### config.mk
export PLATFORM = sky130hd
export DESIGN_NAME = prar_back
export DESIGN_NICKNAME = d
export VERILOG_FILES = /design/src/design/prar_pkg.sv /design/src/design/prar_back.sv
export SDC_FILE = /design/constraint.sdc
export NUM_CORES = 1
export LEC_CHECK = 0
export ABC_CLOCK_PERIOD_IN_PS = 2100
export BUFFER_PORTS_ARGS = -buffer_cell sky130_fd_sc_hd__clkbuf_2
export CORE_AREA = 2 2 145 147
export CTS_CLUSTER_DIAMETER = 200
export DETAILED_ROUTE_END_ITERATION = 7
export DIE_AREA = 0 0 147 149
export GPL_TIMING_DRIVEN = 0
export SYNTH_ARGS = -nofsm -noshare
export SYNTH_HDL_FRONTEND = slang
export SYNTH_SLANG_ARGS = --single-unit
### constraint.sdc
create_clock -name clk -period 2.1 [get_ports clk]
set_input_delay 0.105 -clock clk [delete_from_list [all_inputs] [get_ports clk]]
set_output_delay 0.105 -clock clk [all_outputs]
set_load 0.02 [all_outputs]
### src/design/prar_pkg.sv
`timescale 1ns / 1ps
// Package for the point rotation block: widths, angle constants, stage types
// and the CORDIC arctangent function. It has no dependencies of its own.
package prar_pkg;

    // Field widths of the streams.
    localparam int COORD_W = 32;
    localparam int DATA_W  = 3 * COORD_W;

    // Internal widths: CORDIC datapath, residual angle and partial products.
    localparam int PAIR_W = COORD_W + 1;
    localparam int XY_W   = 64;
    localparam int Z_W    = 42;
    localparam int ANG_W  = 26;
    localparam int RED_W  = ANG_W + 1;
    localparam int FOLD_W = 24;
    localparam int HALF_W = 16;
    localparam int KQ_W   = 31;
    localparam int PROD_W = (PAIR_W - HALF_W) + KQ_W;

    // Angle constants in units of 1/65536 degree.
    localparam logic signed [RED_W-1:0] ANG_FULL    = 27'sd23592960;
    localparam logic signed [RED_W-1:0] ANG_HALF    = 27'sd11796480;
    localparam logic signed [RED_W-1:0] ANG_QUARTER = 27'sd5898240;

    // CORDIC gain correction, 0.6072529350 in Q1.30.
    localparam logic signed [KQ_W-1:0] GAIN_Q30 = 31'sd652032874;

    // Number of gain fraction bits dropped, with rounding, in the back end.
    localparam int GAIN_FRAC = 30;

    // Degrees per radian in units of 2^-32 degree.
    localparam logic [63:0] ATAN_PER_RAD = 64'd246083499207;

    // Arctangent table for the first steps, in units of 2^-32 degree.
    localparam int ATAN_TAB_N = 13;
    localparam logic [63:0] ATAN_TABLE [ATAN_TAB_N] = '{
        64'd193273528320, 64'd114096026022, 64'd60285206653, 64'd30601712202,
        64'd15360239180,  64'd7687607525,   64'd3844741810,  64'd1922488225,
        64'd961258780,    64'd480631223,    64'd240315841,   64'd120157949,
        64'd60078978
    };

    // Register indexes on the configuration port.
    localparam logic REG_AXIS  = 1'b0;
    localparam logic REG_ANGLE = 1'b1;

    // Rotation axis codes.
    typedef enum logic [1:0] {
        AXIS_X    = 2'd0,
        AXIS_Y    = 2'd1,
        AXIS_Z    = 2'd2,
        AXIS_NONE = 2'd3
    } axis_t;

    // Values that ride alongside the rotation to build the result.
    typedef struct packed {
        logic [COORD_W-1:0] x;
        logic [COORD_W-1:0] y;
        logic [COORD_W-1:0] z;
        axis_t              axis;
        logic               bypass;
    } side_t;

    // Contents of one stage of the CORDIC chain.
    typedef struct packed {
        logic [XY_W-1:0] x;
        logic [XY_W-1:0] y;
        logic [Z_W-1:0]  z;
        side_t           side;
    } cordic_t;

    // Arctangent of 2^-i in units of 2^-32 degree; evaluated at elaboration.
    function automatic logic [Z_W-1:0] atan_units(input int unsigned i);
        logic [63:0] v;
        if (i < ATAN_TAB_N) begin
            v = ATAN_TABLE[i];
        end
        else begin
            v = (ATAN_PER_RAD + (64'd1 << (i - 1))) >> i;
        end
        return v[Z_W-1:0];
    endfunction

endpackage

### src/design/prar_back.sv
`timescale 1ns / 1ps
// Back end of the rotation pipeline: rounding, saturation, placing the pair
// back on its axes, and the output register. Depends on prar_pkg.
module prar_back (
    input  logic                        clk,
    input  logic                        rst_n,
    input  logic                        en,
    input  logic                        in_valid,
    input  prar_pkg::cordic_t           in_data,
    output logic                        out_valid,
    output logic [prar_pkg::DATA_W-1:0] out_data,
    output logic                        out_sat
);

    localparam int CW = prar_pkg::COORD_W;
    localparam int XW = prar_pkg::XY_W;
    localparam int GF = prar_pkg::GAIN_FRAC;
    localparam int SW = XW + 1;
    localparam int QW = SW - GF;
    localparam logic signed [SW-1:0] RND  = SW'(1) <<< (GF - 1);
    localparam logic signed [QW-1:0] QMAX = QW'({1'b0, {(CW-1){1'b1}}});
    localparam logic signed [QW-1:0] QMIN = -QMAX - QW'(1);

    logic                        valid_reg;
    logic [prar_pkg::DATA_W-1:0] data_reg;
    logic                        sat_reg;

    logic signed [SW-1:0] sum_p;
    logic signed [SW-1:0] sum_q;
    logic signed [QW-1:0] rnd_p;
    logic signed [QW-1:0] rnd_q;
    logic [CW-1:0]        op;
    logic [CW-1:0]        oq;
    logic                 sat_p;
    logic                 sat_q;
    logic [CW-1:0]        rx;
    logic [CW-1:0]        ry;
    logic [CW-1:0]        rz;
    logic                 sat_next;

    // Drop the gain fraction with rounding and clip to the coordinate range.
    always_comb
    begin
        sum_p = $signed({in_data.x[XW-1], in_data.x}) + RND;
        sum_q = $signed({in_data.y[XW-1], in_data.y}) + RND;
        rnd_p = QW'(sum_p >>> GF);
        rnd_q = QW'(sum_q >>> GF);
        sat_p = (rnd_p > QMAX) || (rnd_p < QMIN);
        sat_q = (rnd_q > QMAX) || (rnd_q < QMIN);
        if (rnd_p > QMAX) begin
            op = QMAX[CW-1:0];
        end
        else if (rnd_p < QMIN) begin
            op = QMIN[CW-1:0];
        end
        else begin
            op = rnd_p[CW-1:0];
        end
        if (rnd_q > QMAX) begin
            oq = QMAX[CW-1:0];
        end
        else if (rnd_q < QMIN) begin
            oq = QMIN[CW-1:0];
        end
        else begin
            oq = rnd_q[CW-1:0];
        end
    end

    // Put the rotated pair back on its axes, or pass the point through.
    always_comb
    begin
        rx       = in_data.side.x;
        ry       = in_data.side.y;
        rz       = in_data.side.z;
        sat_next = 1'b0;
        if (!in_data.side.bypass) begin
            sat_next = sat_p || sat_q;
            case (in_data.side.axis)
                prar_pkg::AXIS_X: begin
                    ry = op;
                    rz = oq;
                end
                prar_pkg::AXIS_Y: begin
                    rx = op;
                    rz = oq;
                end
                prar_pkg::AXIS_Z: begin
                    rx = op;
                    ry = oq;
                end
                default: begin
                    sat_next = 1'b0;
                end
            endcase
        end
    end

    always_ff @(posedge clk or negedge rst_n)
    begin
        if (!rst_n) begin
            valid_reg <= 1'b0;
        end
        else if (en) begin
            valid_reg <= in_valid;
        end
    end

    always_ff @(posedge clk)
    begin
        if (en) begin
            data_reg <= {rz, ry, rx};
            sat_reg  <= sat_next;
        end
    end

    assign out_valid = valid_reg;
    assign out_data  = data_reg;
    assign out_sat   = sat_reg;

endmodule

==> reports/metrics.csv <==
metric;value;unit
flop2flop setup slack;1.36;ns
Iteration-0 DRC Markers;232;
outcome;finished, final reports clean;
Fin Clk Skew;0;ns
critical path class;in -> reg;
DIE WIDTH;147;um
RD Place Congestion;0.853;
endpoint class of the critical path;register;
Final Hold Vio Count;0;
Final #Nets;1211;
PortBufs;266;
Top FF cell, synth;edfxtp_1;
synthesized area;6350;um2
number of flops mapped to enable cells by yosys;97;
HPWL Detailed;18.8;mm
Final setup viols;0;
critical path data arrival time;2.14;ns
wire length per cell;19.5;um
vias post-DR;6007;
Final Util;0.437;
Root Buffer;clkbuf_16;
Required @ worst endpoint;2.15;ns
most frequent cells in the layout;clkbuf_2 (265), nand2_1 (127), edfxtp_1 (97), o21ai_0 (40), xnor2_1 (39);
fmax;478;MHz
crit path from;in_data[240];
largest net degree at the start of global routing;64;
Max-Cap Viols;0;
Worst-path clk slew;0.07;ns
io pins;371;
Cell Rows;53;
Tmin final;2.09;ns
crit path to;out_data[37];
clk sinks;98;
worst reg2reg path endpoint;out_valid;
max incr delay on CP;0.43;ns
first-pass GRT wire length;34.4;mm
worst hold-check path type;in -> reg;
critical path peak fanout;6;
vias in the first global route;5905;
synth unique cells;58;
most used cell, CP;o211ai_1;
WL final;23.7;mm
final slew viol count;0;
post-synth top area share;0.458;
cell taking the most area after synthesis;edfxtp_1;
setup ws final;0.0101;ns
startpoint types;input pin;
Synth Net Count;912;
Die ar.;21900;um2
CP delay by family, top;compound AO/OA/AOI/OAI gates;
Initial Util;0.309;
cell count along the critical path;9;
Post-Syn Instances;633;
WHS Path Cells;3;
ANT nets after route;0;
Crit path buffers/inverters;2;
Tightest Pin Transition;0.851;ns
initial antenna violation count;1;
die height;149;um
worst flop-to-flop path startpoint;out_valid;
total number of yosys warnings;0;
share of layout cells above drive strength 1;0.457;
Power Dens Cells;638;nW/um2
DP Worst Slack;-0.972;ns
Area Growth Syn to Fin;41.5;%
FFs w/ async S/R, synth;0.0102;
drt first pass iters;5;
fill cell count;2060;
VDD IR max;0.000474;V
cell chain of the critical path;clkbuf_2, nand4_4, nor4_4, nand3_2, o211ai_1, o211ai_4, buf_6, a21oi_4, o211ai_1;
FF/Latch Area;2940;um2
clock buffer count from CTS;9;
Lkg Pwr;3.69;nW
slowest stage cell, crit path;nor4_4;
total track usage;0.210;
CTS tree;built;
area of the core;20600;um2
Worst Reg-to-Reg Cells;1;
top cells by area, synth;edfxtp_1 (46%), nand2_1 (7.6%), xnor2_1 (5.4%);
GRT Residual Overflow;0;
final period utilization;0.995;
Max-slew headroom;0.433;
Mean Syn Cell Area;10.0;um2
Clock Path Buffers;2;
DRC;0;
Seq/Total Area, Yosys;0.462;
most common cell after layout, fill and taps aside;clkbuf_2;
Clk Latency, worst-skew pair;0.35;ns
DR vias/cell;4.95;
flops & latches, synth;98;
multi-input logic area;3590;um2
H-Tree Level Count;3;
==> sequential cells by signal, summed over array words and instances (netlist names) <==
register and flops:
out_data 96, out_valid 1, out_sat 1
==> tightest hold or removal path, stage by stage <==
cell	delay (ns)
clkbuf_2	0.08
nand2_1	0.04
o21ai_0	0.05
==> routing by layer <==
| layer | track usage | part of all wire | routed length, um |
|---|---|---|---|
| met5 | 0 | 0 | 0 |
| met4 | 0.0462 | 0.016 | 374 |
| met3 | 0.0431 | 0.059 | 1400 |
| met2 | 0.359 | 0.49 | 11500 |
| met1 | 0.275 | 0.44 | 10400 |
==> cell usage after synthesis, types with 2 or more instances <==
master / n
a31oi_1: 2
nand4_4: 2
o21ai_1: 26
ha_1: 6
nand4_2: 3
clkbuf_1: 22
xnor2_1: 39
nor3_2: 2
buf_6: 2
buf_2: 7
edfxtp_1: 97
o211ai_1: 3
or3_1: 2
buf_1: 2
o221ai_1: 9
and3_1: 7
inv_1: 12
nor4_4: 3
nor3_4: 2
nand2_1: 128
nand2b_1: 4
a21oi_1: 35
o221ai_2: 22
nand3_1: 27
mux2_2: 3
nor4_1: 3
clkbuf_4: 2
a21oi_2: 21
o21ba_2: 3
and2_1: 3
nand4_1: 19
o21bai_1: 2
o21ai_0: 41
nor2_1: 20
nor3_1: 9
xor2_1: 21
==> kinds of logic (layout without fill, tap and decap cells) <==
family,Yosys count,count (layout),share of synthesized area
xor+xnor,60,60,0.0827
simple gates,241,241,0.196
other cells,0,1,0
mux,4,4,0.00689
buf+inv,49,353,0.0347
flops,98,98,0.462
fa+ha+maj,6,6,0.0118
compound gates,175,175,0.206
==> power breakdown <==
group	switching (W)	leakage, nW	internal, W
Sequential	0.0000603	0.959	0.00240
Clock	0.000793	0.134	0.000936
Combinational	0.00100	2.60	0.000547
Total	0.00186	3.69	0.00388
==> area by class of cell <==
type,instances,share of cell area
Sequential cell,98,0.327
Antenna cell,1,0.000278
Timing Repair Buffer,288,0.173
Buffer,37,0.0246
Tap cell,275,0.0383
Inverter,12,0.00501
Clock inverter,5,0.00710
Multi-Input combinational cell,486,0.400
Clock buffer,11,0.0259
==> stage by stage <==
stage,instances,setup TNS (ns),total power (W),hold WS (ns),area (um2)
2_1_floorplan,633,0,0.00326,-0.191,6350
3_3_place_gp,1174,-95.11,0.00390,-0.119,8030
3_5_place_dp,1175,-62.43,0.00391,-0.118,8060
4_1_cts,1199,-0.826,0.00572,0.0139,8640
5_1_grt,1212,-0.894,0.00598,0.0307,8990
6_report,1213,0,0.00574,0.0272,8990
==> worst min path at each step <==
stage	from	slack (ns)	end
finish	in_data[95]	0.03	out_data[28]
floorplan	rst_n	-0.19	out_valid
detailed placement	rst_n	-0.12	out_valid
global placement	rst_n	-0.12	out_valid
CTS	in_data[95]	0.01	out_data[28]
global route	in_data[33]	0.03	out_data[94]
==> what timing repair did <==
item / in CTS / in global routing
pin swaps: 8 / 18
gates resized for setup: 48 / 55
endpoints found under the hold margin: 2 / 0
hold buffers: 2 / 0
gates cloned: 0 / 2
setup buffers: 6 / 11
setup endpoints to repair: 85 / 93
(Power assumes the default switching activity.)
