### config.mk
export PLATFORM = sky130hd
export DESIGN_NAME = prar_front
export DESIGN_NICKNAME = d
export VERILOG_FILES = /design/src/design/prar_pkg.sv /design/src/design/prar_front.sv
export SDC_FILE = /design/constraint.sdc
export NUM_CORES = 2
export LEC_CHECK = 0
export BUFFER_PORTS_ARGS = -buffer_cell sky130_fd_sc_hd__buf_4
export CAP_MARGIN = 15
export CORE_MARGIN = 3
export CORE_UTILIZATION = 40
export CTS_CLUSTER_SIZE = 12
export DETAILED_ROUTE_END_ITERATION = 7
export GPL_TIMING_DRIVEN = 1
export PLACE_DENSITY_LB_ADDON = 0.1
export RECOVER_POWER = 25
export SYNTH_ARGS = -nofsm -noshare
export SYNTH_HDL_FRONTEND = slang
export SYNTH_SLANG_ARGS = --single-unit
### constraint.sdc
create_clock -name clk -period 15 [get_ports clk]
set_input_delay 1.5 -clock clk [delete_from_list [all_inputs] [get_ports clk]]
set_output_delay 1.5 -clock clk [all_outputs]
set_load 0.02 [all_outputs]
### src/design/prar_pkg.sv
`timescale 1ns / 1ps
// Package for the point rotation block: widths, angle constants, stage types
// and the CORDIC arctangent function. It has no dependencies of its own.
package prar_pkg;

    // Field widths of the streams.
    localparam int COORD_W = 32;
    localparam int DATA_W  = 3 * COORD_W;

    // Internal widths: CORDIC datapath, residual angle and partial products.
    localparam int PAIR_W = COORD_W + 1;
    localparam int XY_W   = 64;
    localparam int Z_W    = 42;
    localparam int ANG_W  = 26;
    localparam int RED_W  = ANG_W + 1;
    localparam int FOLD_W = 24;
    localparam int HALF_W = 16;
    localparam int KQ_W   = 31;
    localparam int PROD_W = (PAIR_W - HALF_W) + KQ_W;

    // Angle constants in units of 1/65536 degree.
    localparam logic signed [RED_W-1:0] ANG_FULL    = 27'sd23592960;
    localparam logic signed [RED_W-1:0] ANG_HALF    = 27'sd11796480;
    localparam logic signed [RED_W-1:0] ANG_QUARTER = 27'sd5898240;

    // CORDIC gain correction, 0.6072529350 in Q1.30.
    localparam logic signed [KQ_W-1:0] GAIN_Q30 = 31'sd652032874;

    // Number of gain fraction bits dropped, with rounding, in the back end.
    localparam int GAIN_FRAC = 30;

    // Degrees per radian in units of 2^-32 degree.
    localparam logic [63:0] ATAN_PER_RAD = 64'd246083499207;

    // Arctangent table for the first steps, in units of 2^-32 degree.
    localparam int ATAN_TAB_N = 13;
    localparam logic [63:0] ATAN_TABLE [ATAN_TAB_N] = '{
        64'd193273528320, 64'd114096026022, 64'd60285206653, 64'd30601712202,
        64'd15360239180,  64'd7687607525,   64'd3844741810,  64'd1922488225,
        64'd961258780,    64'd480631223,    64'd240315841,   64'd120157949,
        64'd60078978
    };

    // Register indexes on the configuration port.
    localparam logic REG_AXIS  = 1'b0;
    localparam logic REG_ANGLE = 1'b1;

    // Rotation axis codes.
    typedef enum logic [1:0] {
        AXIS_X    = 2'd0,
        AXIS_Y    = 2'd1,
        AXIS_Z    = 2'd2,
        AXIS_NONE = 2'd3
    } axis_t;

    // Values that ride alongside the rotation to build the result.
    typedef struct packed {
        logic [COORD_W-1:0] x;
        logic [COORD_W-1:0] y;
        logic [COORD_W-1:0] z;
        axis_t              axis;
        logic               bypass;
    } side_t;

    // Contents of one stage of the CORDIC chain.
    typedef struct packed {
        logic [XY_W-1:0] x;
        logic [XY_W-1:0] y;
        logic [Z_W-1:0]  z;
        side_t           side;
    } cordic_t;

    // Arctangent of 2^-i in units of 2^-32 degree; evaluated at elaboration.
    function automatic logic [Z_W-1:0] atan_units(input int unsigned i);
        logic [63:0] v;
        if (i < ATAN_TAB_N) begin
            v = ATAN_TABLE[i];
        end
        else begin
            v = (ATAN_PER_RAD + (64'd1 << (i - 1))) >> i;
        end
        return v[Z_W-1:0];
    endfunction

endpackage

### src/design/prar_front.sv
`timescale 1ns / 1ps
// Front end of the rotation pipeline: angle reduction, quadrant fold, pair
// selection and the split gain-correction multiply. Depends on prar_pkg.
module prar_front (
    input  logic                          clk,
    input  logic                          rst_n,
    input  logic                          en,
    input  logic                          in_valid,
    input  logic [prar_pkg::DATA_W-1:0]   in_data,
    input  prar_pkg::axis_t               cfg_axis,
    input  logic [prar_pkg::ANG_W-1:0]    cfg_angle,
    output logic                          out_valid,
    output prar_pkg::cordic_t             out_data
);

    localparam int CW  = prar_pkg::COORD_W;
    localparam int PW  = prar_pkg::PAIR_W;
    localparam int HW  = prar_pkg::HALF_W;
    localparam int RW  = prar_pkg::RED_W;
    localparam int FW  = prar_pkg::FOLD_W;
    localparam int ZW  = prar_pkg::Z_W;
    localparam int XW  = prar_pkg::XY_W;
    localparam int PDW = prar_pkg::PROD_W;

    // Stage 1 registers: the point, axis and reduced angle.
    logic [prar_pkg::DATA_W-1:0] s1_data_reg;
    prar_pkg::axis_t             s1_axis_reg;
    logic signed [RW-1:0]        s1_ang_reg;
    logic                        s1_valid_reg;

    // Stage 2 registers: the folded pair and starting residual.
    logic signed [PW-1:0]  s2_p_reg;
    logic signed [PW-1:0]  s2_q_reg;
    logic [ZW-1:0]         s2_z_reg;
    prar_pkg::side_t       s2_side_reg;
    logic                  s2_valid_reg;

    // Stage 3 registers: partial products of the gain correction.
    logic signed [PDW-1:0] s3_plo_reg;
    logic signed [PDW-1:0] s3_phi_reg;
    logic signed [PDW-1:0] s3_qlo_reg;
    logic signed [PDW-1:0] s3_qhi_reg;
    logic [ZW-1:0]         s3_z_reg;
    prar_pkg::side_t       s3_side_reg;
    logic                  s3_valid_reg;

    // Stage 4 registers: the first entry of the CORDIC chain.
    prar_pkg::cordic_t     s4_data_reg;
    logic                  s4_valid_reg;

    logic signed [RW-1:0]  ang_raw;
    logic signed [RW-1:0]  ang_red;
    logic signed [CW-1:0]  cx;
    logic signed [CW-1:0]  cy;
    logic signed [CW-1:0]  cz;
    logic signed [PW-1:0]  pair_p;
    logic signed [PW-1:0]  pair_q;
    logic                  fold_neg;
    logic signed [RW-1:0]  ang_fold;
    logic signed [PW-1:0]  p_next;
    logic signed [PW-1:0]  q_next;
    logic [ZW-1:0]         z_next;
    prar_pkg::side_t       side_next;
    logic signed [PDW-1:0] plo_next;
    logic signed [PDW-1:0] phi_next;
    logic signed [PDW-1:0] qlo_next;
    logic signed [PDW-1:0] qhi_next;
    logic signed [XW-1:0]  x_next;
    logic signed [XW-1:0]  y_next;

    // Reduce the angle into the half-open range from minus to plus half a turn.
    always_comb
    begin
        ang_raw = {cfg_angle[prar_pkg::ANG_W-1], cfg_angle};
        if (ang_raw > prar_pkg::ANG_HALF) begin
            ang_red = ang_raw - prar_pkg::ANG_FULL;
        end
        else if (ang_raw <= -prar_pkg::ANG_HALF) begin
            ang_red = ang_raw + prar_pkg::ANG_FULL;
        end
        else begin
            ang_red = ang_raw;
        end
    end

    always_ff @(posedge clk or negedge rst_n)
    begin
        if (!rst_n) begin
            s1_valid_reg <= 1'b0;
        end
        else if (en) begin
            s1_valid_reg <= in_valid;
        end
    end

    always_ff @(posedge clk)
    begin
        if (en) begin
            s1_data_reg <= in_data;
            s1_axis_reg <= cfg_axis;
            s1_ang_reg  <= ang_red;
        end
    end

    // Pick the plane pair and fold the angle into the range of a quarter turn.
    always_comb
    begin
        cx = $signed(s1_data_reg[CW-1:0]);
        cy = $signed(s1_data_reg[2*CW-1:CW]);
        cz = $signed(s1_data_reg[3*CW-1:2*CW]);
        case (s1_axis_reg)
            prar_pkg::AXIS_X: begin
                pair_p = PW'(cy);
                pair_q = PW'(cz);
            end
            prar_pkg::AXIS_Y: begin
                pair_p = PW'(cx);
                pair_q = PW'(cz);
            end
            default: begin
                pair_p = PW'(cx);
                pair_q = PW'(cy);
            end
        endcase
        if (s1_ang_reg > prar_pkg::ANG_QUARTER) begin
            fold_neg = 1'b1;
            ang_fold = s1_ang_reg - prar_pkg::ANG_HALF;
        end
        else if (s1_ang_reg < -prar_pkg::ANG_QUARTER) begin
            fold_neg = 1'b1;
            ang_fold = s1_ang_reg + prar_pkg::ANG_HALF;
        end
        else begin
            fold_neg = 1'b0;
            ang_fold = s1_ang_reg;
        end
        p_next = fold_neg ? -pair_p : pair_p;
        q_next = fold_neg ? -pair_q : pair_q;
        z_next = {{(ZW-FW-HW){ang_fold[FW-1]}}, ang_fold[FW-1:0], {HW{1'b0}}};
        side_next.x      = s1_data_reg[CW-1:0];
        side_next.y      = s1_data_reg[2*CW-1:CW];
        side_next.z      = s1_data_reg[3*CW-1:2*CW];
        side_next.axis   = s1_axis_reg;
        side_next.bypass = (s1_axis_reg == prar_pkg::AXIS_NONE) || (s1_ang_reg == '0);
    end

    always_ff @(posedge clk or negedge rst_n)
    begin
        if (!rst_n) begin
            s2_valid_reg <= 1'b0;
        end
        else if (en) begin
            s2_valid_reg <= s1_valid_reg;
        end
    end

    always_ff @(posedge clk)
    begin
        if (en) begin
            s2_p_reg    <= p_next;
            s2_q_reg    <= q_next;
            s2_z_reg    <= z_next;
            s2_side_reg <= side_next;
        end
    end

    // Gain correction split into a low unsigned half and a high signed half.
    always_comb
    begin
        plo_next = PDW'($signed({1'b0, s2_p_reg[HW-1:0]})) * PDW'(prar_pkg::GAIN_Q30);
        phi_next = PDW'($signed(s2_p_reg[PW-1:HW])) * PDW'(prar_pkg::GAIN_Q30);
        qlo_next = PDW'($signed({1'b0, s2_q_reg[HW-1:0]})) * PDW'(prar_pkg::GAIN_Q30);
        qhi_next = PDW'($signed(s2_q_reg[PW-1:HW])) * PDW'(prar_pkg::GAIN_Q30);
    end

    always_ff @(posedge clk or negedge rst_n)
    begin
        if (!rst_n) begin
            s3_valid_reg <= 1'b0;
        end
        else if (en) begin
            s3_valid_reg <= s2_valid_reg;
        end
    end

    always_ff @(posedge clk)
    begin
        if (en) begin
            s3_plo_reg  <= plo_next;
            s3_phi_reg  <= phi_next;
            s3_qlo_reg  <= qlo_next;
            s3_qhi_reg  <= qhi_next;
            s3_z_reg    <= s2_z_reg;
            s3_side_reg <= s2_side_reg;
        end
    end

    // Recombine the partial products into the full corrected pair.
    always_comb
    begin
        x_next = (XW'(s3_phi_reg) <<< HW) + XW'(s3_plo_reg);
        y_next = (XW'(s3_qhi_reg) <<< HW) + XW'(s3_qlo_reg);
    end

    always_ff @(posedge clk or negedge rst_n)
    begin
        if (!rst_n) begin
            s4_valid_reg <= 1'b0;
        end
        else if (en) begin
            s4_valid_reg <= s3_valid_reg;
        end
    end

    always_ff @(posedge clk)
    begin
        if (en) begin
            s4_data_reg.x    <= x_next;
            s4_data_reg.y    <= y_next;
            s4_data_reg.z    <= s3_z_reg;
            s4_data_reg.side <= s3_side_reg;
        end
    end

    assign out_valid = s4_valid_reg;
    assign out_data  = s4_data_reg;

endmodule

==> results.ini <==
[synthesis]
ys.flop_type=edfxtp_1
synth_common_cells=1188 x inv_1, 870 x edfxtp_1, 746 x fa_1
syn-cell-area_um2=66900
synth_largest_area_cell=edfxtp_1
synth_seq_cells=874
yosysSeqAreaShare_pct=39.2
synth_area_leaders=edfxtp_1 39%, fa_1 22%, ha_1 13%, inv_1 6.7%, xnor2_1 2.4%
netlist.area_leader.share_pct=39.0
ys_types=88
synth_edf_count=870
yosysWarningCount=0
synth_most_common_cell=inv_1
syn_inst=5488
async_flop_share_pct=0.458
avgSynthCellArea_um2=12.2

[clock_tree]
cts.sinks=874
insertion_delay_ns=0.78
post_cts_buffers=0
htreeDepth=3
tritoncts=yes
hold_buffers=0
cts_buffers=101
clockRootBuffer=clkbuf_16
cts-resized-gates=0
cts_max_path_buffers=3
cts.reportedPaths.clkPinSlew_ns=0.06

[sta]
max_slew_margin_pct=-6.02
max_freq_ghz=0.134
worstMarginPinSlew_ns=1.59
finClkSkew_ns=0.0620
finalSetupViolCount=0
min_period_over_period_pct=49.8
finalMaxSlewViolations=18
fin_tns_setup_ns=0
finalHoldViolCount=0
rsz0062_at_grt=false
post-route-min-period_ns=7.47

[detailed_routing]
vias=40900
ant_nets=0
dr.pass1.iters=8
route.detailed.wl_per_inst_um=22.7
drc=0
routed_via_density=5.00
dr.first_iter.drc_count=2851
wl_um=186000

[global_route]
grt_max_degree=161
grt_pass1_vias=43400
grt_usage_pct=21.6
grt_pass1_wl_um=278000
antenna_found_initial=25
gr-total-overflow=0

[floorplanning]
core.rowCount=149
die_y_um=415
start_util_pct=40.4
die_x_um=415
dieArea_um2=172000
ios=398
coreArea_um2=166000

[final_layout]
fin_nets=7481
area_growth_pct=13.0
drive_gt1_share_pct=9.78
fin_area_um2=75600
largest_reg_flops=249
fill_cells=15400
regArea_um2=26200
multi_input_area_um2=35800

[hold_path]
hold-path-cell-count=0
min_path_type=reg2reg

[placement]
gp_congestion=0.936
io_buffers=379
place_area_um2=72200
hpwl_um=155000

[critical_path]
crit_path_top_delay_cell=o21ai_0
critPathKind=reg2reg
arrival_ns=7.92
rr_worst_depth=19
crit_chain=ha_1 -> inv_1 -> fa_1 -> inv_1 -> fa_1 -> inv_1 -> fa_1 -> inv_1 -> fa_1 -> fa_1 -> ha_1 -> and4_1 -> nand2_1 -> o21ai_0 -> a41oi_1 -> o32ai_1 -> a211oi_1 -> o41ai_1 -> xor2_1
slowest_delay_ns=0.64
startpoint_type=flop
worst_setup_path_end_kind=flop
critPathMaxFanout=7
crit_top_cell=fa_1
cp_data_required_time_ns=15.45

[run]
drv.max_cap_violation_count=1

[run_status]
status=finished, violations left
violations=capacitance limit, slew limit

[logic make-up (layout without fill, tap and decap cells)]
| kind of cell | Yosys count | after routing | synth area share (%) |
|---|---|---|---|
| adders and majority gates | 1454 | 1454 | 35.5 |
| other | 1 | 29 | 0.00560 |
| muxes | 64 | 64 | 0.989 |
| buffers and inverters | 1295 | 1769 | 7.43 |
| AOI/OAI and AO/OA | 815 | 815 | 7.78 |
| xor gates and xnor gates | 309 | 309 | 4.04 |
| DFF | 874 | 874 | 39.2 |
| and+or+nand+nor | 676 | 676 | 5.02 |
[placed cells by master, fill, tap and decap left out, types with 9 or more instances in the layout]
| cell type | synthesis | layout |
|---|---|---|
| inv_1 | 1188 | 1188 |
| edfxtp_1 | 870 | 870 |
| fa_1 | 746 | 746 |
| ha_1 | 708 | 708 |
| buf_4 | 20 | 292 |
| a21oi_1 | 249 | 249 |
| xnor2_1 | 185 | 185 |
| nand2_1 | 180 | 179 |
| nor2_1 | 158 | 157 |
| o21ai_0 | 157 | 157 |
| a21o_1 | 129 | 129 |
| xor2_1 | 124 | 124 |
| clkbuf_16 | 0 | 102 |
| clkbuf_4 | 0 | 91 |
| nand3_1 | 64 | 64 |
| nor3_1 | 60 | 60 |
| mux2i_1 | 56 | 56 |
| nand4_1 | 40 | 40 |
| a31oi_1 | 33 | 33 |
| o21bai_1 | 32 | 32 |
| clkbuf_1 | 62 | 30 |
| a211oi_1 | 28 | 28 |
| nor2b_1 | 27 | 27 |
| o21a_1 | 26 | 26 |
| and3_1 | 22 | 22 |
| nand2b_1 | 21 | 21 |
| o211ai_1 | 19 | 19 |
| conb_1 | 1 | 18 |
| o31ai_1 | 16 | 16 |
| and2_1 | 16 | 15 |
| or2_2 | 15 | 15 |
| a2111oi_0 | 14 | 14 |
| clkinv_2 | 0 | 14 |
| clkinv_1 | 0 | 14 |
| and4_1 | 13 | 13 |
| nor4_1 | 13 | 13 |
| or3_1 | 12 | 12 |
| diode_2 | 0 | 11 |
| o221ai_1 | 9 | 9 |
| a41oi_1 | 9 | 9 |
[metrics by stage]
step	cells	hold slack, ns	util, %	worst slack, ns
global route	8171	0.401	45.7	7.26
global placement	7985	0.401	43.6	7.63
floorplan	5505	0.400	-	8.72
detailed placement	7985	0.405	43.6	7.60
finish	8179	0.395	45.7	7.53
CTS	8168	0.393	45.7	7.54
[critical path: cells and delay by family (launching register included)]
kind,cells,cell delay (ns)
fa+ha+maj,7,3.41
buf+inv,4,0.30
simple gates,2,0.31
compound gates,5,2.44
xor+xnor,1,0.17
flops,1,0.55
[path summary, 6_finish.rpt]
check | from | to | slack [ns]
max | s2_q_reg[2] | s3_qlo_reg[43] | 7.53
min | s2_side_reg[49] | s3_side_reg[49] | 0.40
max reg2reg | s2_q_reg[2] | s3_qlo_reg[43] | 7.53
min reg2reg | s2_side_reg[49] | s3_side_reg[49] | 0.40
max in group asynchronous | rst_n | s2_valid_reg | 14.29
min in group asynchronous | rst_n | out_valid | 0.53
[cell type report]
| type | instances | area share [%] |
|---|---|---|
| clock inverter | 56 | 0.874 |
| clock buffer | 127 | 3.58 |
| sequential | 874 | 34.7 |
| antenna | 11 | 0.0364 |
| tap | 2189 | 3.62 |
| timing repair buffer | 397 | 3.93 |
| multi-input combinational | 3336 | 47.4 |
| inverter | 1189 | 5.90 |
[per-layer routing]
| layer | up-vias | track usage, % | share of wire [%] |
|---|---|---|---|
| met4 | 14 | 6.35 | 3.1 |
| li1 | 19200 | - | - |
| met3 | 221 | 4.24 | 5.1 |
| met2 | 894 | 35.0 | 47 |
| met5 | - | 0 | 0.054 |
| met1 | 20500 | 29.4 | 45 |
Power is not shown: default switching activity piles up to over one toggle a cycle in this logic, so the estimate is an artifact.
