`src/design/prar_pkg.sv`:
```
`timescale 1ns / 1ps
// Package for the point rotation block: widths, angle constants, stage types
// and the CORDIC arctangent function. It has no dependencies of its own.
package prar_pkg;

    // Field widths of the streams.
    localparam int COORD_W = 32;
    localparam int DATA_W  = 3 * COORD_W;

    // Internal widths: CORDIC datapath, residual angle and partial products.
    localparam int PAIR_W = COORD_W + 1;
    localparam int XY_W   = 64;
    localparam int Z_W    = 42;
    localparam int ANG_W  = 26;
    localparam int RED_W  = ANG_W + 1;
    localparam int FOLD_W = 24;
    localparam int HALF_W = 16;
    localparam int KQ_W   = 31;
    localparam int PROD_W = (PAIR_W - HALF_W) + KQ_W;

    // Angle constants in units of 1/65536 degree.
    localparam logic signed [RED_W-1:0] ANG_FULL    = 27'sd23592960;
    localparam logic signed [RED_W-1:0] ANG_HALF    = 27'sd11796480;
    localparam logic signed [RED_W-1:0] ANG_QUARTER = 27'sd5898240;

    // CORDIC gain correction, 0.6072529350 in Q1.30.
    localparam logic signed [KQ_W-1:0] GAIN_Q30 = 31'sd652032874;

    // Number of gain fraction bits dropped, with rounding, in the back end.
    localparam int GAIN_FRAC = 30;

    // Degrees per radian in units of 2^-32 degree.
    localparam logic [63:0] ATAN_PER_RAD = 64'd246083499207;

    // Arctangent table for the first steps, in units of 2^-32 degree.
    localparam int ATAN_TAB_N = 13;
    localparam logic [63:0] ATAN_TABLE [ATAN_TAB_N] = '{
        64'd193273528320, 64'd114096026022, 64'd60285206653, 64'd30601712202,
        64'd15360239180,  64'd7687607525,   64'd3844741810,  64'd1922488225,
        64'd961258780,    64'd480631223,    64'd240315841,   64'd120157949,
        64'd60078978
    };

    // Register indexes on the configuration port.
    localparam logic REG_AXIS  = 1'b0;
    localparam logic REG_ANGLE = 1'b1;

    // Rotation axis codes.
    typedef enum logic [1:0] {
        AXIS_X    = 2'd0,
        AXIS_Y    = 2'd1,
        AXIS_Z    = 2'd2,
        AXIS_NONE = 2'd3
    } axis_t;

    // Values that ride alongside the rotation to build the result.
    typedef struct packed {
        logic [COORD_W-1:0] x;
        logic [COORD_W-1:0] y;
        logic [COORD_W-1:0] z;
        axis_t              axis;
        logic               bypass;
    } side_t;

    // Contents of one stage of the CORDIC chain.
    typedef struct packed {
        logic [XY_W-1:0] x;
        logic [XY_W-1:0] y;
        logic [Z_W-1:0]  z;
        side_t           side;
    } cordic_t;

    // Arctangent of 2^-i in units of 2^-32 degree; evaluated at elaboration.
    function automatic logic [Z_W-1:0] atan_units(input int unsigned i);
        logic [63:0] v;
        if (i < ATAN_TAB_N) begin
            v = ATAN_TABLE[i];
        end
        else begin
            v = (ATAN_PER_RAD + (64'd1 << (i - 1))) >> i;
        end
        return v[Z_W-1:0];
    endfunction

endpackage

```
`src/design/prar_cell.sv`:
```
`timescale 1ns / 1ps
// One CORDIC micro-rotation cell of the chain, with its own pipeline register.
// Depends on prar_pkg for the stage type and the arctangent constant.
module prar_cell #(
    parameter int STEP = 0
) (
    input  logic              clk,
    input  logic              rst_n,
    input  logic              en,
    input  logic              in_valid,
    input  prar_pkg::cordic_t in_data,
    output logic              out_valid,
    output prar_pkg::cordic_t out_data
);

    localparam int XW = prar_pkg::XY_W;
    localparam int ZW = prar_pkg::Z_W;
    localparam logic signed [ZW-1:0] ATAN = $signed(prar_pkg::atan_units(STEP));

    prar_pkg::cordic_t    data_reg;
    logic                 valid_reg;
    logic signed [XW-1:0] x_in;
    logic signed [XW-1:0] y_in;
    logic signed [ZW-1:0] z_in;
    logic signed [XW-1:0] x_sh;
    logic signed [XW-1:0] y_sh;
    prar_pkg::cordic_t    data_next;

    // Turn towards a zero residual by the arctangent of this step.
    always_comb
    begin
        x_in = $signed(in_data.x);
        y_in = $signed(in_data.y);
        z_in = $signed(in_data.z);
        x_sh = x_in >>> STEP;
        y_sh = y_in >>> STEP;
        data_next.side = in_data.side;
        if (!z_in[ZW-1]) begin
            data_next.x = x_in - y_sh;
            data_next.y = y_in + x_sh;
            data_next.z = z_in - ATAN;
        end
        else begin
            data_next.x = x_in + y_sh;
            data_next.y = y_in - x_sh;
            data_next.z = z_in + ATAN;
        end
    end

    always_ff @(posedge clk or negedge rst_n)
    begin
        if (!rst_n) begin
            valid_reg <= 1'b0;
        end
        else if (en) begin
            valid_reg <= in_valid;
        end
    end

    always_ff @(posedge clk)
    begin
        if (en) begin
            data_reg <= data_next;
        end
    end

    assign out_valid = valid_reg;
    assign out_data  = data_reg;

endmodule

```
`config.mk`:
```
export PLATFORM = sky130hd
export DESIGN_NAME = prar_cell
export DESIGN_NICKNAME = d
export VERILOG_FILES = /design/src/design/prar_pkg.sv /design/src/design/prar_cell.sv
export SDC_FILE = /design/constraint.sdc
export NUM_CORES = 1
export LEC_CHECK = 0
export BUFFER_PORTS_ARGS = -buffer_cell sky130_fd_sc_hd__buf_2
export CORE_MARGIN = 8
export CORE_UTILIZATION = 35
export CTS_CLUSTER_DIAMETER = 40
export DETAILED_ROUTE_END_ITERATION = 16
export HOLD_SLACK_MARGIN = 0.15
export MAX_ROUTING_LAYER = met4
export RECOVER_POWER = 100
export SETUP_SLACK_MARGIN = 0.05
export SLEW_MARGIN = 25
export SYNTH_ARGS = -nofsm -noshare
export SYNTH_HDL_FRONTEND = slang
export SYNTH_SLANG_ARGS = --single-unit
```
`constraint.sdc`:
```
create_clock -name clk -period 0.8 [get_ports clk]
set_clock_uncertainty 0.05 [all_clocks]
set_input_delay 0.04 -clock clk [delete_from_list [all_inputs] [get_ports clk]]
set_output_delay 0.04 -clock clk [all_outputs]
set_load 0.01 [all_outputs]
```
==> impl_metrics.yaml, run 1 <==
run_status:
  outcome: "complete, but fails checks"
  violations: "negative hold slack, negative setup slack"
clock_network:
  h-tree-depth: 2
  tritoncts: "yes"
  cts_root_buf: "clkbuf_16"
  cts-buffers-inserted: 48
  cts.sink_count: 269
  insertion_delay_ps: 600
  cts_buffer_depth: 3
  clk_pin_slew_worst_paths_ps: 60
finish:
  multiInputGateArea_um2: 14600
  fin_nets: 4252
  fill_cells: 4680
  final_cell_mix: "buf_4 (833), buf_2 (439), edfxtp_1 (268), a21oi_1 (208), inv_1 (174)"
  area_delta_synth_final_pct: 88.3
  final_layout_size_suffix_gt1_frac: 0.536
  fin_area_um2: 38500
  layout_commonest_cell: "buf_4"
  seq_area_um2: 8070
grt:
  overflow: 0
  grt_max_degree: 65
  antenna_found_initial: 13
  grt_pass1_wl_mm: 155
  first_global_vias: 25000
  track_usage: 0.310
routing:
  route.detailed.drc: 0
  detail_route.first_pass.iterations: 6
  route.met3.wl_mm: 7.07
  viasPerCell: 5.24
  num_vias: 24100
  wirelength_met1_mm: 41.5
  ant_nets: 0
  drt_wl_total_mm: 106
  post_drt_wl_per_cell_um: 23.0
  drt_first_iter_violations: 1814
  routed-wl-met2_mm: 52.8
  top_layer: "met4"
sta:
  fin_crit_ps: 2740
  min_period_over_period: 3.42
  fin_hold_ws_ps: -225
  hold_viol_final: 12
  finalSetupViolations: 545
  slew_viol_final: 0
  worstMarginPinSlew_ps: 732
  fmaxAchievable_mhz: 365
  relSlewSlack: 0.505
  setup_slack_ps: -1940
  rsz0062_at_grt: "true"
power:
  ir_worst_vdd_mv: 1.69
  powerDensity_nw_per_um2: 1760
  leakage_uw: 0.0174
floorplanning:
  num_rows: 88
  start_util: 0.354
  dieHeight_um: 258
  core-area_um2: 57700
  die_width_um: 258
  io_pins: 543
  die_area_um2: 66400
placement:
  gp_congestion: 1.01
  place.port_buffers: 542
  place_area_um2: 31300
  dpl.hpwl_mm: 84.7
setup_path:
  worstSetupPathType: "primary input to register"
  cp-end-kind: "register"
  path_max_fanout: 4
  startpoint_type: "primary input"
  cp.required_ps: 1100
  cp_data_arrival_time_ps: 3030
synth:
  synth-seq-area-share: 0.395
  async_reset_ff_frac: 0.00372
  synth_area_leaders: "edfxtp_1 (39%), ha_1 (12%), a21oi_1 (7.4%), xnor2_1 (5.1%), inv_1 (3.7%)"
  synth_cells: 2183
  yosysWarnings: 0
  synth_area_um2: 20400
  avgSynthCellArea_um2: 9.36
  synthesis.nets: 2658
  netlist.area_leader.share: 0.394
  synth_cell_type_count: 93
  ys_seq_elements: 269
  synth_top_area_cell: "edfxtp_1"
  synth_ff_type: "edfxtp_1"
  synth_edf_count: 268
flow_run:
  cap_violations: 0
worst_hold_path:
  holdCritPathClass: "primary input to register"
-- flip-flops by register name, summed over array words and instances, names as in the netlist --
register	cells
out_valid	1
out_data	268
-- logic make-up after synthesis --
group / Yosys count / share of synthesized area
buffers and inverters: 302 / 0.0581
multiplexers: 36 / 0.0178
AO/OA/AOI/OAI: 769 / 0.237
XOR/XNOR: 132 / 0.0566
AND/OR/NAND/NOR: 473 / 0.110
flip-flops: 269 / 0.395
adder cells (fa/ha/maj): 202 / 0.125
-- routing by layer --
metal  vias to the layer above  track usage
li1                      11200            -
met4                         0        0.108
met2                      1014        0.541
met1                     11700        0.356
met5                         -            -
met3                       217       0.0583
-- cell usage after synthesis, drive strengths merged, types with 4 or more instances --
cell     number
clkbuf       55
o2111ai       5
o311ai        4
xnor2       119
a211oi       18
or3           7
inv         207
nor3         26
a21boi        5
xor2         13
a311oi        5
o21ai       148
fa            4
a211o         9
and2          5
nand3        29
nand4        24
o21a         24
a221oi       10
or4           6
a21oi       309
a21o         43
edfxtp      268
nor4         32
a221o         7
mux2i        33
a2111oi       4
o311a         5
buf          35
clkinv        5
o21bai       72
o31a          5
o31ai        26
nand2b       19
nand2       137
nor2b        18
nor2        157
ha          198
a31oi        14
o211ai       23
-- path summary, 6_finish.rpt --
kind	from	end	slack, ps	cells after the start
max in group asynchronous	rst_n	out_valid	360	3
min in group asynchronous	rst_n	out_valid	230	3
min	in_data[132]	out_data[132]	-220	2
max	in_data[143]	out_data[203]	-1940	17
min reg2reg	out_valid	out_valid	490	1
max reg2reg	out_valid	out_valid	-10	1
-- worst max-delay path, cell delays in order --
cell and delay [ps]:
buf_8 90, inv_8 30, ha_4 240, buf_6 120, buf_6 120, buf_6 110
nor2b_4 120, a221oi_4 350, o21ai_4 110, o221a_1 280, o31a_1 310, nor3_4 230
o21ai_2 130, a21o_4 280, a21oi_4 130, xnor2_1 80, a211o_1 270
-- report_power, final --
part / total [µW] / leakage, µW / switching (µW) / internal, µW
Sequential: 18700 / 0.00263 / 808 / 17900
Combinational: 27100 / 0.0139 / 14100 / 13100
Clock: 22000 / 0.000838 / 8300 / 13700
-- what timing repair did --
action / 4_1_cts / 5_1_grt
hold endpoints to repair: 466 / 398
setup buffers: 74 / 60
cloned: 0 / 0
hold buffers: 136 / 1
setup endpoints to repair: 403 / 404
pin swaps: 237 / 180
gates resized for setup: 521 / 225
-- stage by stage --
step	instances	power, µW	util	setup slack, ps	setup TNS, ps
final	4593	67800	0.667	-1940	-321490
after global routing	4593	70400	0.667	-2020	-344900
after CTS	4539	66400	0.644	-1910	-299100
after detailed placement	4260	40600	0.542	-2870	-290530
after global placement	4260	40500	0.542	-2920	-287970
after floorplan	2183	28400	-	-1930	-185640
-- cell type report --
cell class                      count  share of cell area
Inverter                          212              0.0230
Sequential cell                   269               0.210
Antenna cell                       11            0.000716
Clock buffer                       51              0.0315
Multi-Input combinational cell   1612               0.378
Tap cell                          765              0.0249
Timing Repair Buffer             1634               0.317
Clock inverter                     39              0.0144
(Power assumes the default switching activity.)
==> inputs of run 2 (changes only) <==
==> constraint.sdc (replaced) <==
create_clock -name clk -period 2.8 [get_ports clk]
set_clock_uncertainty 0.05 [all_clocks]
set_input_delay 0.14 -clock clk [delete_from_list [all_inputs] [get_ports clk]]
set_output_delay 0.14 -clock clk [all_outputs]
set_load 0.005 [all_outputs]
==> impl_metrics.yaml, run 2 (synthesized netlist as in run 1, its figures left out) <==
setup_path:
  critPathMostFrequentCell: "o21ai_4"
  cp_cell_sequence: "buf_8 -> ha_4 -> fa_2 -> nor2b_1 -> o311a_4 -> o2111ai_4 -> nand2_2 -> o21ai_4 -> o21ai_4 -> a41o_4 -> a21oi_4 -> or3b_1 -> a21oi_1 -> a211o_1"
  cp_data_arrival_time_ps: 3250
  cp-end-kind: "register"
  reg2reg_depth: 1
  worstSetupPathType: "primary input to register"
  cp_slowest_cell: "fa_2"
  path_max_fanout: 4
  r2r_slack_ps: 1960
  regToRegStartpoint: "out_valid"
  cp.required_ps: 3200
  r2r_end: "out_valid"
  cpPeakStageDelay_ps: 390
  path_buf_inv: 1
  critical_path.top_delay_family: "compound AO/OA/AOI/OAI gates"
  startpoint_type: "primary input"
sta:
  finalSetupViolations: 2
  worstMarginPinSlew_ps: 2420
  fin_crit_ps: 2850
  tns_ps: -51.1
  min_period_over_period: 1.02
  fmaxAchievable_mhz: 351
  rsz0062_at_grt: "true"
  slew_viol_final: 76
  setup_slack_ps: -48.7
  relSlewSlack: -0.616
  hold_viol_final: 0
placement:
  gp_congestion: 0.987
  place_worst_setup_slack_ps: -990
  dpl.hpwl_mm: 79.0
  place.port_buffers: 542
floorplanning:
  num_rows: 88
  start_util: 0.354
  die_area_um2: 66400
  io_pins: 543
  die_width_um: 258
  core-area_um2: 57700
  dieHeight_um: 258
clock_network:
  cts_buffer_depth: 3
  tritoncts: "yes"
  cts_root_buf: "clkbuf_16"
  insertion_delay_ps: 580
  h-tree-depth: 2
  cts-buffers-inserted: 49
  clk_pin_slew_worst_paths_ps: 50
  cts.sink_count: 269
worst_hold_path:
  min_from: "in_data[226]"
  hold_depth: 5
  min_to: "out_data[162]"
  holdCritPathClass: "primary input to register"
run_status:
  outcome: "complete, but fails checks"
  violations: "max-capacitance violations, max-slew violations, negative setup slack"
finish:
  layout_commonest_cell: "buf_4"
  fin_nets: 4055
  final_layout_size_suffix_gt1_frac: 0.364
  area_delta_synth_final_pct: 66.2
  largest_reg_flops: 268
  final_cell_mix: "buf_4 (683), clkbuf_1 (272), edfxtp_1 (268), a21oi_1 (263), buf_2 (263)"
routing:
  post_drt_wl_per_cell_um: 22.8
  ant_nets: 0
  drt_wl_total_mm: 100
  route.detailed.drc: 0
  detail_route.first_pass.iterations: 6
  drt_first_iter_violations: 1872
  viasPerCell: 5.22
  num_vias: 23000
power:
  leakage_uw: 0.0149
  powerDensity_nw_per_um2: 526
  ir_worst_vdd_mv: 0.502
grt:
  first_global_vias: 23400
  track_usage: 0.291
  overflow: 0
  grt_pass1_wl_mm: 146
  grt_max_degree: 92
  antenna_found_initial: 16
flow_run:
  cap_violations: 1
-- run 2: through the flow --
step / hold slack [ps] / cells / cell area [µm²] / utilization / power (µW)
floorplan: -206 / 2183 / 20600 / - / 7670
global placement: -135 / 4081 / 29100 / 0.504 / 10900
detailed placement: -132 / 4081 / 29100 / 0.504 / 10900
CTS: 151 / 4361 / 33200 / 0.576 / 17700
global route: 152 / 4399 / 33900 / 0.588 / 18600
finish: 158 / 4401 / 33900 / 0.588 / 17800
-- run 2: worst min-delay path: cells and delay by family --
kind | cells | cell delay (ps)
buf+inv | 3 | 310
xor+xnor | 1 | 110
fa+ha+maj | 1 | 120
-- run 2: what timing repair did --
action,4_1_cts,5_1_grt
endpoints found under the hold margin,223,4
pin swaps,45,99
hold buffers,168,2
setup buffers,21,29
setup endpoints to repair,58,59
gates resized for setup,121,197
-- run 2: layer usage --
metal,track usage,up-vias,routed length (µm)
met5,-,-,0
met4,0.0869,0,4000
met3,0.0525,194,7170
met2,0.499,965,48700
met1,0.347,11000,40400
li1,-,10800,-
-- run 2: power by group --
part	switching (µW)	leakage [µW]	total (µW)	internal, µW
Sequential	191	0.00263	5300	5100
Clock	2300	0.000858	6330	4030
Combinational	3360	0.0114	6220	2850
Total	5860	0.0149	17800	12000
-- run 2: worst max-delay path by stage --
stage,from,cells after the start,end
floorplan,in_data[158],13,out_data[189]
global placement,in_data[143],15,out_data[265]
detailed placement,in_data[166],15,out_data[197]
CTS,in_data[205],17,out_data[265]
global route,in_data[226],17,out_data[200]
finish,in_data[141],14,out_data[203]
-- run 2: area by class of cell --
cell class / count / area (µm²)
Fill cell: 5163 / 23700
Multi-Input combinational cell: 1612 / 12600
Timing Repair Buffer: 1436 / 9730
Sequential cell: 269 / 8070
Clock buffer: 50 / 1230
Tap cell: 765 / 957
Inverter: 212 / 815
Clock inverter: 41 / 518
Antenna cell: 16 / 40.0
==> inputs of run 3 (changes only) <==
- CORE_UTILIZATION: 35 -> 55
- PLACE_DENSITY: unset -> 0.83
==> impl_metrics.yaml, run 3 <==
run_status:
  outcome: "stopped before the end"
  lastStage: "global routing"
  error: "[ERROR GRT-0116] Global routing finished with congestion. Check the congestion regions in the DRC Viewer."
synth:
  synth_area_leaders: "edfxtp_1 (39%), ha_1 (12%), a21oi_1 (7.4%), xnor2_1 (5.1%), inv_1 (3.7%)"
  synth-seq-area-share: 0.395
  netlist.area_leader.share: 0.394
  yosys-top-cells-count: "a21oi_1 (304), edfxtp_1 (268), inv_1 (202), ha_1 (198), nor2_1 (155)"
  synth_area_um2: 20400
  async_reset_ff_frac: 0.00372
  yosysWarnings: 0
  avgSynthCellArea_um2: 9.36
  synth_edf_count: 268
  synth_cells: 2183
  yosysMostFrequentCell: "a21oi_1"
  synth_cell_type_count: 93
  synth_ff_type: "edfxtp_1"
  synth_top_area_cell: "edfxtp_1"
  ys_seq_elements: 269
  synthesis.nets: 2658
floorplanning:
  num_rows: 70
  die_width_um: 209
  start_util: 0.558
  dieHeight_um: 209
  io_pins: 543
clock_network:
  cts_buffer_depth: 3
  cts_root_buf: "clkbuf_16"
  cts.sink_count: 269
  cts-buffers-inserted: 45
  h-tree-depth: 2
grt:
  overflow: 2
  first_global_vias: 30000
  grt_pass1_wl_mm: 202
  track_usage: 0.644
  grt_max_degree: 80
placement:
  place.port_buffers: 542
  gp_congestion: 1.17
  dpl.hpwl_mm: 79.8
[run 3: layer usage]
metal  GRT usage  overflow
met5           -         -
met4       0.579         2
met3       0.441         0
met2       0.832         0
met1       0.641         0
[run 3: cells by family after synthesis]
| family | synth area share |
|---|---|
| AO/OA/AOI/OAI | 0.237 |
| XOR/XNOR | 0.0566 |
| adder cells (fa/ha/maj) | 0.125 |
| buffers and inverters | 0.0581 |
| flip-flops | 0.395 |
| multiplexers | 0.0178 |
| AND/OR/NAND/NOR | 0.110 |
[run 3: timing repair]
action,in CTS
hold buffers,155
pin swaps,47
endpoints found under the setup margin,61
buffers inserted,18
resized for setup,142
cloned,0
endpoints found under the hold margin,206
[run 3: per-stage QoR]
step	TNS (ps)	instance area, µm²	cells	util	worst slack [ps]
2_1_floorplan	-236	20600	2183	-	-57.3
3_3_place_gp	-52880	28200	3718	0.770	-970
3_5_place_dp	-55960	28200	3718	0.770	-1020
4_1_cts	-204	32200	3973	0.878	-69.5
==> inputs of run 4 (changes only) <==
- CORE_UTILIZATION: 55 -> 40
- CTS_CLUSTER_DIAMETER: 40 -> unset
- HOLD_SLACK_MARGIN: 0.15 -> unset
- MAX_ROUTING_LAYER: met4 -> unset
- PLACE_DENSITY: 0.83 -> unset
- PLACE_DENSITY_LB_ADDON: unset -> 0.15
- SETUP_SLACK_MARGIN: 0.05 -> unset
==> impl_metrics.yaml, run 4 (synthesized netlist as in run 1, its figures left out) <==
worst_hold_path:
  hold_depth: 3
  holdCritPathClass: "primary input to register"
sta:
  tns_ps: 0
  fin_crit_ps: 2790
  relSlewSlack: -0.583
  finalSetupViolations: 0
  min_period_over_period: 0.997
  slew_viol_final: 68
  hold_viol_final: 0
  rsz0062_at_grt: "true"
  fmaxAchievable_mhz: 358
  worstMarginPinSlew_ps: 2370
floorplanning:
  dieHeight_um: 242
  start_util: 0.401
  io_pins: 543
  die_area_um2: 58600
  core-area_um2: 50900
  die_width_um: 242
  num_rows: 83
routing:
  post_drt_wl_per_cell_um: 23.3
  viasPerCell: 5.38
  drt_first_iter_violations: 1790
  drt_wl_total_mm: 98.7
  detail_route.first_pass.iterations: 6
  route.detailed.drc: 0
  num_vias: 22700
  ant_nets: 0
placement:
  dpl.hpwl_mm: 79.0
  gp_congestion: 0.983
  place.port_buffers: 542
grt:
  grt_max_degree: 121
  first_global_vias: 23400
  grt_pass1_wl_mm: 146
  antenna_found_initial: 10
  track_usage: 0.318
  overflow: 0
setup_path:
  worstSetupPathType: "primary input to register"
  r2r_end: "out_valid"
  regToRegStartpoint: "out_valid"
  r2r_slack_ps: 1980
  cp_data_arrival_time_ps: 3100
  path_max_fanout: 4
  reg2reg_depth: 1
  endpoint: "out_data[254]"
  cp-end-kind: "register"
  cp-startpoint: "in_data[145]"
  cp.required_ps: 3110
  startpoint_type: "primary input"
finish:
  fill_cells: 4350
  largest_reg_flops: 268
  fin_nets: 3997
  area_delta_synth_final_pct: 59.4
  final_cell_mix: "buf_4 (702), buf_2 (516), a21oi_1 (276), edfxtp_1 (268), inv_1 (191)"
  layout_commonest_cell: "buf_4"
  final_layout_size_suffix_gt1_frac: 0.416
flow_run:
  cap_violations: 1
power:
  swShare: 0.337
  powerDensity_nw_per_um2: 476
  leakage_uw: 0.0150
  p_total_uw: 15500
  ir_worst_vdd_mv: 0.489
  pwr-share-clk: 0.267
  combPwrFrac: 0.391
  power.switching_uw: 5230
  internal-power_uw: 10300
  power_frac_seq: 0.342
run_status:
  outcome: "complete, but fails checks"
  violations: "max-capacitance violations, max-slew violations"
clock_network:
  cts.sink_count: 269
  h-tree-depth: 1
  tritoncts: "yes"
  cts_buffer_depth: 3
  cts-buffers-inserted: 30
  insertion_delay_ps: 600
  clk_pin_slew_worst_paths_ps: 60
  cts_root_buf: "clkbuf_16"
## run 4: power groups by stage
stage | clock network (µW) | logic (µW) | registers [µW]
after CTS | 4200 | 5750 | 5300
after floorplan | 0 | 2270 | 5380
after detailed placement | 0 | 5470 | 5370
final | 4140 | 6060 | 5310
after global routing | 4350 | 6460 | 5350
after global placement | 0 | 5460 | 5360
## run 4: metrics by stage
step / utilization / worst slack (ps) / instance area (µm²) / hold slack [ps] / cells
after global routing: 0.640 / -76.7 / 32600 / 25.3 / 4227
after global placement: 0.569 / -1080 / 29000 / -125 / 4008
after CTS: 0.622 / -82.5 / 31700 / 4.67 / 4209
after detailed placement: 0.569 / -1050 / 29000 / -124 / 4008
after floorplan: - / -63.0 / 20500 / -206 / 2183
final: 0.640 / 8.21 / 32600 / 46.3 / 4227
## run 4: timing repair
action | CTS | global route
gates resized for setup | 46 | 178
pin swaps | 12 | 60
hold endpoints to repair | 140 | 0
setup buffers | 7 | 17
hold buffers | 140 | 0
endpoints found under the setup margin | 45 | 62
## run 4: area by class of cell
type,count,area (µm²),share of cell area
multi-input combinational,1612,12300,0.376
timing repair buffer,1397,9580,0.294
sequential,269,8070,0.248
tap,680,851,0.0261
inverter,212,801,0.0246
clock buffer,36,773,0.0237
clock inverter,18,234,0.00718
antenna,3,7.51,0.000230
## run 4: how the worst min path moves through the flow
stage / startpoint / endpoint / slack [ps]
6_report: in_data[268] / out_data[204] / 50
5_1_grt: in_data[268] / out_data[204] / 30
4_1_cts: in_data[268] / out_data[204] / 5
3_5_place_dp: rst_n / out_valid / -120
3_3_place_gp: rst_n / out_valid / -130
2_1_floorplan: rst_n / out_valid / -210
## run 4: worst max-delay path: stages
cell and delay [ps]:
buf_2 110, buf_4 130, ha_1 270, buf_4 180, nor4_4 250, nor3_2 90
a21oi_4 320, o31ai_4 90, a41o_2 260, a21o_4 250, buf_4 150, a21o_1 190
a211o_1 340, mux2i_2 200, xnor2_1 110
## run 4: per-layer routing
metal,track usage,part of all wire,up-vias
met1,0.383,0.39,11000
met2,0.572,0.50,999
met5,0,0.00068,-
met3,0.0604,0.074,165
li1,-,-,10600
met4,0.0924,0.032,10
